$ cat src/design/fsr_pkg.sv
`default_nettype none
package fsr_pkg;

	localparam int HASH_W = 64;
	localparam int STEP_W = 6;
	localparam logic [HASH_W-1:0] HASH_BASIS = 64'hcbf29ce484222325;

	typedef struct packed {
		logic accept;
		logic key_done;
		logic div_step;
		logic out_load;
	} fsr_cmd_t;

	typedef struct packed {
		logic count_zero;
	} fsr_status_t;

	// xor in the byte, then multiply by the prime 2^40 + 0x1b3
	function automatic logic [HASH_W-1:0] fnv_step(input logic [HASH_W-1:0] h,
		input logic [7:0] b);
		logic [HASH_W-1:0] x;
		x = h ^ {56'd0, b};
		return (x << 40) + (x << 8) + (x << 7) + (x << 5) + (x << 4) + (x << 1) + x;
	endfunction

endpackage
`default_nettype wire

$ cat src/design/fnv1a_shard_router_core.sv
// FNV-1a 64-bit key hasher with shard routing. Key bytes arrive one per beat on
// s_axis; tlast ends a key and tuser marks a beat with no byte (an empty key is
// one such beat with tlast). Beats inside a key are taken back to back. A
// key-ending beat starts a bit-serial remainder unit that yields one bit per
// cycle; the next beat is taken once the result is loaded into the output
// register. A zero shard_count skips the remainder and flags an error with
// index zero. The result waits there while bytes of the next key are taken.
// cfg writes set shard_count (reset 1) and must happen while the block is idle.
`default_nettype none
module fnv1a_shard_router_core #(
	parameter int SHARD_BITS = 16
) (
	input  wire                      clk,
	input  wire                      arst_n,
	input  wire                      s_axis_tvalid,
	output logic                     s_axis_tready,
	input  wire  [7:0]               s_axis_tdata,   // key_byte
	input  wire                      s_axis_tlast,   // key_end
	input  wire                      s_axis_tuser,   // no_byte
	output logic                     m_axis_tvalid,
	input  wire                      m_axis_tready,
	output logic [((SHARD_BITS+fsr_pkg::HASH_W+7)/8)*8-1:0] m_axis_tdata, // shard_index, key_hash
	output logic                     m_axis_tuser,   // count_error
	input  wire                      cfg_valid,
	output logic                     cfg_ready,
	input  wire  [SHARD_BITS-1:0]    cfg_data        // shard_count
);
	import fsr_pkg::*;

	fsr_cmd_t              cmd;
	fsr_status_t           status;
	logic [SHARD_BITS-1:0] shard_index;
	logic [HASH_W-1:0]     key_hash;

	assign cfg_ready = 1'b1;

	always_comb begin
		m_axis_tdata = '0;
		m_axis_tdata[SHARD_BITS-1:0] = shard_index;
		m_axis_tdata[SHARD_BITS+HASH_W-1:SHARD_BITS] = key_hash;
	end

	fsr_ctrl u_ctrl (
		.clk       (clk),
		.arst_n    (arst_n),
		.in_valid  (s_axis_tvalid),
		.in_last   (s_axis_tlast),
		.in_ready  (s_axis_tready),
		.out_valid (m_axis_tvalid),
		.out_ready (m_axis_tready),
		.status    (status),
		.cmd       (cmd)
	);

	fsr_datapath #(
		.SHARD_BITS (SHARD_BITS)
	) u_dp (
		.clk         (clk),
		.arst_n      (arst_n),
		.cmd         (cmd),
		.status      (status),
		.key_byte    (s_axis_tdata),
		.no_byte     (s_axis_tuser),
		.cfg_we      (cfg_valid && cfg_ready),
		.cfg_data    (cfg_data),
		.shard_index (shard_index),
		.key_hash    (key_hash),
		.count_error (m_axis_tuser)
	);

endmodule
`default_nettype wire

$ cat src/design/fsr_datapath.sv
`default_nettype none
module fsr_datapath #(
	parameter int SHARD_BITS = 16
) (
	input  wire                          clk,
	input  wire                          arst_n,
	input  wire fsr_pkg::fsr_cmd_t       cmd,
	output fsr_pkg::fsr_status_t         status,
	input  wire  [7:0]                   key_byte,
	input  wire                          no_byte,
	input  wire                          cfg_we,
	input  wire  [SHARD_BITS-1:0]        cfg_data,
	output logic [SHARD_BITS-1:0]        shard_index,
	output logic [fsr_pkg::HASH_W-1:0]   key_hash,
	output logic                         count_error
);
	import fsr_pkg::*;

	logic [HASH_W-1:0]     hash_q;
	logic [HASH_W-1:0]     key_hash_q;
	logic [HASH_W-1:0]     dividend_q;
	logic [SHARD_BITS-1:0] rem_q;
	logic [SHARD_BITS-1:0] count_q;
	logic [HASH_W-1:0]     next_hash;
	logic [SHARD_BITS:0]   rem_sh;
	logic [SHARD_BITS:0]   rem_sub;
	logic [SHARD_BITS-1:0] rem_next;

	assign next_hash = no_byte ? hash_q : fnv_step(hash_q, key_byte);
	assign status.count_zero = (count_q == '0);

	// one remainder bit per step
	assign rem_sh   = {rem_q, dividend_q[HASH_W-1]};
	assign rem_sub  = rem_sh - {1'b0, count_q};
	assign rem_next = (rem_sh >= {1'b0, count_q}) ? rem_sub[SHARD_BITS-1:0]
		: rem_sh[SHARD_BITS-1:0];

	always_ff @(posedge clk or negedge arst_n) begin
		if (!arst_n) begin
			hash_q  <= HASH_BASIS;
			count_q <= SHARD_BITS'(1);
		end else begin
			if (cfg_we) begin
				count_q <= cfg_data;
			end
			if (cmd.key_done) begin
				hash_q <= HASH_BASIS;
			end else if (cmd.accept) begin
				hash_q <= next_hash;
			end
		end
	end

	always_ff @(posedge clk) begin
		if (cmd.key_done) begin
			key_hash_q <= next_hash;
			dividend_q <= next_hash;
			rem_q      <= '0;
		end else if (cmd.div_step) begin
			dividend_q <= dividend_q << 1;
			rem_q      <= rem_next;
		end
		if (cmd.out_load) begin
			key_hash    <= key_hash_q;
			count_error <= status.count_zero;
			shard_index <= status.count_zero ? '0 : rem_q;
		end
	end

endmodule
`default_nettype wire

$ cat src/design/fsr_ctrl.sv
`default_nettype none
module fsr_ctrl (
	input  wire                     clk,
	input  wire                     arst_n,
	input  wire                     in_valid,
	input  wire                     in_last,
	output logic                    in_ready,
	output logic                    out_valid,
	input  wire                     out_ready,
	input  wire fsr_pkg::fsr_status_t status,
	output fsr_pkg::fsr_cmd_t       cmd
);
	import fsr_pkg::*;

	localparam logic [1:0] ST_RUN  = 2'd0;
	localparam logic [1:0] ST_DIV  = 2'd1;
	localparam logic [1:0] ST_LOAD = 2'd2;
	localparam logic [STEP_W-1:0] STEP_LAST = STEP_W'(HASH_W - 1);

	logic [1:0]        state_q;
	logic [STEP_W-1:0] step_q;
	logic              out_valid_q;

	assign in_ready  = (state_q == ST_RUN);
	assign out_valid = out_valid_q;

	always_comb begin
		cmd.accept   = in_valid && in_ready;
		cmd.key_done = cmd.accept && in_last;
		cmd.div_step = (state_q == ST_DIV);
		cmd.out_load = (state_q == ST_LOAD) && (!out_valid_q || out_ready);
	end

	always_ff @(posedge clk or negedge arst_n) begin
		if (!arst_n) begin
			state_q     <= ST_RUN;
			step_q      <= '0;
			out_valid_q <= 1'b0;
		end else begin
			if (cmd.out_load) begin
				out_valid_q <= 1'b1;
			end else if (out_ready) begin
				out_valid_q <= 1'b0;
			end
			unique case (state_q)
				ST_RUN: begin
					if (cmd.key_done) begin
						step_q  <= '0;
						state_q <= status.count_zero ? ST_LOAD : ST_DIV;
					end
				end
				ST_DIV: begin
					if (step_q == STEP_LAST) begin
						state_q <= ST_LOAD;
					end else begin
						step_q <= step_q + 1'b1;
					end
				end
				ST_LOAD: begin
					if (cmd.out_load) begin
						state_q <= ST_RUN;
					end
				end
				default: begin
					state_q <= ST_RUN;
				end
			endcase
		end
	end

endmodule
`default_nettype wire

$ cat config.mk
export PLATFORM = sky130hd
export DESIGN_NAME = fnv1a_shard_router_core
export DESIGN_NICKNAME = d
export VERILOG_FILES = /design/src/design/fsr_pkg.sv /design/src/design/fnv1a_shard_router_core.sv /design/src/design/fsr_datapath.sv /design/src/design/fsr_ctrl.sv
export SDC_FILE = /design/constraint.sdc
export NUM_CORES = 1
export LEC_CHECK = 0
export ABC_AREA = 1
export CAP_MARGIN = 20
export CORE_MARGIN = 2
export CORE_UTILIZATION = 40
export CTS_BUF_LIST = sky130_fd_sc_hd__clkbuf_8
export DETAILED_ROUTE_END_ITERATION = 10
export DONT_BUFFER_PORTS = 1
export SYNTH_ARGS = -nofsm -noshare
export SYNTH_HDL_FRONTEND = slang
export SYNTH_SLANG_ARGS = --single-unit
$ cat constraint.sdc
create_clock -name clk -period 8.8 [get_ports clk]
set_input_delay 1.76 -clock clk [delete_from_list [all_inputs] [get_ports clk]]
set_output_delay 1.76 -clock clk [all_outputs]
set_load 0.02 [all_outputs]
== Word level (Yosys, flattened, before mapping) ==
Index checks and enable logic that the tools add are counted.

* Bits in registers: 314
* Bits of input ports: 31
* Output and inout bits: 84
* Logic and storage cells: 57

* Add/subtract/negate cells: 8
* $lt $le $gt $ge: 1
* Eq/ne operators: 7
* Multiplexer cells: 16
* Bitwise gates (word level): 1
* Reduce and logical (&&, ||, !) cells: 13

{| class="wikitable"
|+ Operators by type and width
! operator !! count
|-
| 64-bit adder || 6
|-
| 64-bit 2-to-1 mux || 5
|-
| 64-bit by 8-bit XOR with 64-bit output || 1
|-
| 17-bit by 16-bit greater-or-equal comparator with 1-bit output || 1
|-
| 16-bit zero test || 1
|-
| 16-bit 2-to-1 mux || 1
|-
| 16-bit subtractor || 1
|-
| 6-bit 2-to-1 mux || 2
|-
| 6-bit case mux with 2 select lines || 1
|-
| 2-bit 2-to-1 mux || 4
|-
| 2-bit nonzero test || 4
|-
| 6-bit by 1-bit adder with 6-bit output, second input constant || 1
|-
| 6-bit == test, second input constant || 1
|-
| 2-bit != test, second input constant || 3
|-
| 2-bit case mux with 3 select lines || 1
|-
| 3-bit AND reduction || 2
|-
| 1-bit logical AND || 3
|-
| 2-bit by 1-bit == test with 1-bit output, second input constant || 1
|-
| 2-bit == test, second input constant || 1
|-
| 2-bit zero test || 1
|-
| 1-bit 2-to-1 mux || 2
|-
| 2-bit by 1-bit != test with 1-bit output, second input constant || 1
|-
| 1-bit zero test || 1
|-
| 1-bit logical OR || 1
|}

== Logic depth before layout (Yosys ltp) ==
* Word-level depth: 10
* Depth in mapped cells: 29

== Hierarchy ==
A second synthesis with hierarchy kept.

* Cells, all modules: 3163
* Area, all modules: 26168.8 um2

{| class="wikitable"
|+ By module, submodules not included
! module !! instances !! cells an instance !! area an instance (um2) !! sequential area each (um2)
|-
| fsr_datapath || 1 || 3089 || 25597.0 || 8634.5
|-
| fsr_ctrl || 1 || 72 || 560.5 || 225.2
|-
| fnv1a_shard_router_core || 1 || 2 || 11.3 || 0.0
|}

== Worst setup path after synthesis ==
OpenSTA, ideal clock, no wires.

* Kind: in2reg
* From: input s_axis_tdata[4]
* To: register u_dp.dividend_q[49] (data pin)
* Library setup time: 0.253 ns
* Data arrival time: 5.618 ns
* Path slack: 2.929 ns
* Stages on the path: 21
* Path buffers: 0
* Cells stage by stage: xnor2_1 -> inv_1 -> fa_1 -> fa_1 -> inv_1 -> fa_1 -> fa_1 -> inv_1 -> ha_1 -> nand2_1 -> nor2_1 -> nand2_1 -> nor2_1 -> and3_1 -> nand2_1 -> nand3_1 -> nand2_1 -> nand3_1 -> nand2_1 -> nand2_1 -> nand2_1

* Word-level cells in the longest chain between the ends: 9

{| class="wikitable"
|+ RTL lines
! what !! line !! source
|-
| from (decl) || fnv1a_shard_router_core.sv:17 || <nowiki>input wire [7:0] s_axis_tdata,</nowiki>
|-
| 64-bit by 8-bit XOR with 64-bit output (*) || fsr_pkg.sv:23 || <nowiki>x = h ^ {56'd0, b};</nowiki>
|-
| 64-bit adder (5 in series) || fsr_pkg.sv:24 || <nowiki>return (x << 40) + (x << 8) + (x << 7) + (x << 5) + (x << 4) + (x << 1) + x;</nowiki>
|-
| 64-bit adder (*) || fsr_pkg.sv:24 ||
|-
| 64-bit 2-to-1 mux (*) || fsr_datapath.sv:29 || <nowiki>assign next_hash = no_byte ? hash_q : fnv_step(hash_q, key_byte);</nowiki>
|-
| net u_dp.next_hash[49] || fsr_datapath.sv:24 || <nowiki>logic [HASH_W-1:0] next_hash;</nowiki>
|-
| 64-bit 2-to-1 mux (*) || fsr_datapath.sv:55 || <nowiki>if (cmd.key_done) begin</nowiki>
|-
| to (signal assigned) || fsr_datapath.sv:57 || <nowiki>dividend_q <= next_hash;</nowiki>
|-
| to (signal assigned) || fsr_datapath.sv:60 || <nowiki>dividend_q <= dividend_q << 1;</nowiki>
|-
| to (decl) || fsr_datapath.sv:21 || <nowiki>logic [HASH_W-1:0] dividend_q;</nowiki>
|}

Mark *: on every way through the listed nets, which the timed path passes. The rest lies on a longest branch.
A chain may end at the register's enable or synchronous reset.

== Final worst setup path ==
* From: input s_axis_tdata[5]
* To: register u_dp.dividend_q[62] (data pin)

The elaborated chain is that of the path after synthesis.

==> summary.txt <==
Syn Nets: 3503
Core area: 0.06331 mm^2
Top-count cell post-synth: nand2_1
Final WL: 72.97 mm
Crit start category: primary input
Period minus WS final: 6.486 ns
Mapped Cells: 3108
Crit-path slowest cell: xor2_1
Final setup vio count: 0
Critical Path Start: s_axis_tdata[5]
Routed vias/inst: 4.895
Layout fillers: 6323
Slew headroom: 25.73%
Number of synthesis warnings: 0
H-tree level count: 2
EDFF count, synth: 209
Asr flop ratio synth: 28.34%
# resized after CTS: 0
Slew @ Worst Pin: 1.102 ns
Setup slack, reg-to-reg: 2.87 ns
DRT Pass-1 Iters: 6
CTS tree: yes
Register area share after synthesis: 34.45%
Status: complete, no violations
Hold/Removal Path Class: reg -> reg
Share of cells above drive strength 1: 7.204%
Commonest cells post-synth: nand2_1, inv_1, fa_1
Gr usage total: 22.73%
Post-CTS Setup Inserts: 0
CTS buffer count: 50
Crit path kind: in -> reg
Largest stage delay, worst path: 0.77 ns
Initial Util: 40.62%
First-pass GRT wire length: 115.9 mm
Syn avg cell area: 8.275 um^2
Largest net degree at the start of global routing: 90
Final Hold Violating Endpoints: 0
Yosys reg bits: 314
Die W: 257.6 um
Max Buffers Root-to-Sink: 3
Max FO, Critical Path: 7
Worst setup endpoint: u_dp.dividend_q[62]
CP Data Arrival Time: 6.87 ns
Top cell type's share of synthesized area: 24.40%
Layout Skew: 0.03793 ns
Drt wl/cell: 18.18 um
Top cells by area, synth: edfxtp_1, fa_1, nand2_1
Ports: 115
Placed cell count: 3916
Critical Path RT: 9.19 ns
Post-route setup TNS: 0 ns
Post-route ant nets: 0
Residual DRC: 0
Clk root buf: clkbuf_8
Slew Limit Fails: 0
Row count: 92
Worst R2R Path Depth: 26
Clock Pin Slew Worst Setup and Hold Paths: 0.07 ns
Sink Count: 314
Yosys cell types: 53
# nets final: 3518
Final worst path period share: 73.70%
Post-synth top area cell: edfxtp_1
CP Capture Type: flop
Syn Std Cell Area: 0.02572 mm^2
Hold_buf cts: 0
Critical Path Most Common Cell: nand2_1
DIE AREA: 0.06634 mm^2
DR iter-0 viols: 1638
FF-to-FF Start: u_dp.hash_q[5]
Vias in the first global route: 20040
Initial antenna violation count: 3
IO buf count: 0
Syn-to-layout area delta: 7.852%
Hpwl dp: 58.23 mm
Unrepaired setup endpoints after global routing: false
Final cell count without fillers: 4014
Max-cap violations: 0
Die Y: 257.6 um
Worst skew pair latency: 0.66 ns
Overflow after GRT: 0
GPL Wtd Cong: 1.028
Fmax: 154.2 MHz
Top_reg_cell synth: edfxtp_1
Vias: 19650
Worst R2R End: u_dp.dividend_q[62]
==> cells by family after synthesis <==
kind of cell             after synthesis  share of synthesized area, %
AO/OA/AOI/OAI                        215                         4.772
AND/OR/NAND/NOR                     1351                         22.41
adder cells (fa/ha/maj)              364                         24.74
buffers and inverters                820                         12.15
XOR/XNOR                              43                         1.464
flip-flops                           314                         34.45
other                                  1                       0.01458
==> state kept, by name, summed over array words and instances, names as in the netlist <==
| name | cells |
|---|---|
| u_dp.dividend_q | 64 |
| u_dp.hash_q | 64 |
| u_dp.key_hash | 64 |
| u_dp.key_hash_q | 64 |
| u_dp.count_q | 16 |
| u_dp.rem_q | 16 |
| u_dp.shard_index | 16 |
| u_ctrl.step_q | 6 |
| u_ctrl.state_q | 2 |
| u_ctrl.out_valid | 1 |
| u_dp.count_error | 1 |
==> metrics by stage <==
step / setup slack [ns] / area [um^2] / hold slack [ns] / utilization, %
after floorplan: 2.929 / 25720 / 0.4003 / -
after global placement: 1.675 / 26650 / 0.4004 / 42.09
after detailed placement: 1.767 / 26650 / 0.4057 / 42.09
after CTS: 2.430 / 27710 / 0.4193 / 43.77
after global routing: 2.130 / 27730 / 0.4210 / 43.81
final: 2.314 / 27740 / 0.4177 / 43.81
==> worst min path at each step <==
| stage | startpoint | end | slack, ns | depth (start not counted) |
|---|---|---|---|---|
| floorplan | u_dp.key_hash_q[0] | u_dp.key_hash[0] | 0.40 | 0 |
| global route | u_dp.key_hash_q[1] | u_dp.key_hash[1] | 0.42 | 0 |
| global placement | u_dp.key_hash_q[34] | u_dp.key_hash[34] | 0.40 | 0 |
| detailed placement | u_dp.key_hash_q[26] | u_dp.key_hash[26] | 0.41 | 0 |
| finish | u_dp.key_hash_q[2] | u_dp.key_hash[2] | 0.42 | 0 |
| CTS | u_dp.key_hash_q[2] | u_dp.key_hash[2] | 0.42 | 0 |
==> critical path, delay by kind of cell <==
kind | cells | cell delay [ns]
adders and majority gates | 5 | 1.96
and+or+nand+nor | 14 | 1.74
xor gates and xnor gates | 1 | 0.77
buffers and inverters | 6 | 0.62
==> routing by layer <==
layer	vias to the layer above	track usage, %	part of all wire [%]
met3	119	4.574	7.4
met5	-	0	0.022
met1	9428	31.59	45
met4	2	8.510	3.7
met2	632	35.19	44
li1	9466	-	-
==> layout make-up <==
type	instances	area (um^2)	area share (%)
sequential	314	8860	31.94
tap	846	1059	3.816
inverter	772	2898	10.45
clock inverter	37	277.8	1.001
timing repair buffer	11	95.09	0.3428
antenna	3	7.507	0.02706
clock buffer	57	784.5	2.828
multi-input combinational	1974	13760	49.60
==> placed cells by master (no fill, tap or decap), types with 21 or more instances in the layout <==
master	count
inv_1	776
a21oi_1	61
nand2_1	920
o21ai_0	83
fa_1	241
xor2_1	25
nor2_1	126
nand3_1	162
dfrtp_1	60
o21ai_1	21
nand4_1	24
clkbuf_8	57
edfxtp_1	209
ha_1	123
dfstp_2	29
Power is left out: the tool's default activity adds up to more than one toggle a clock period on the data nets, which glitch-free logic cannot reach.
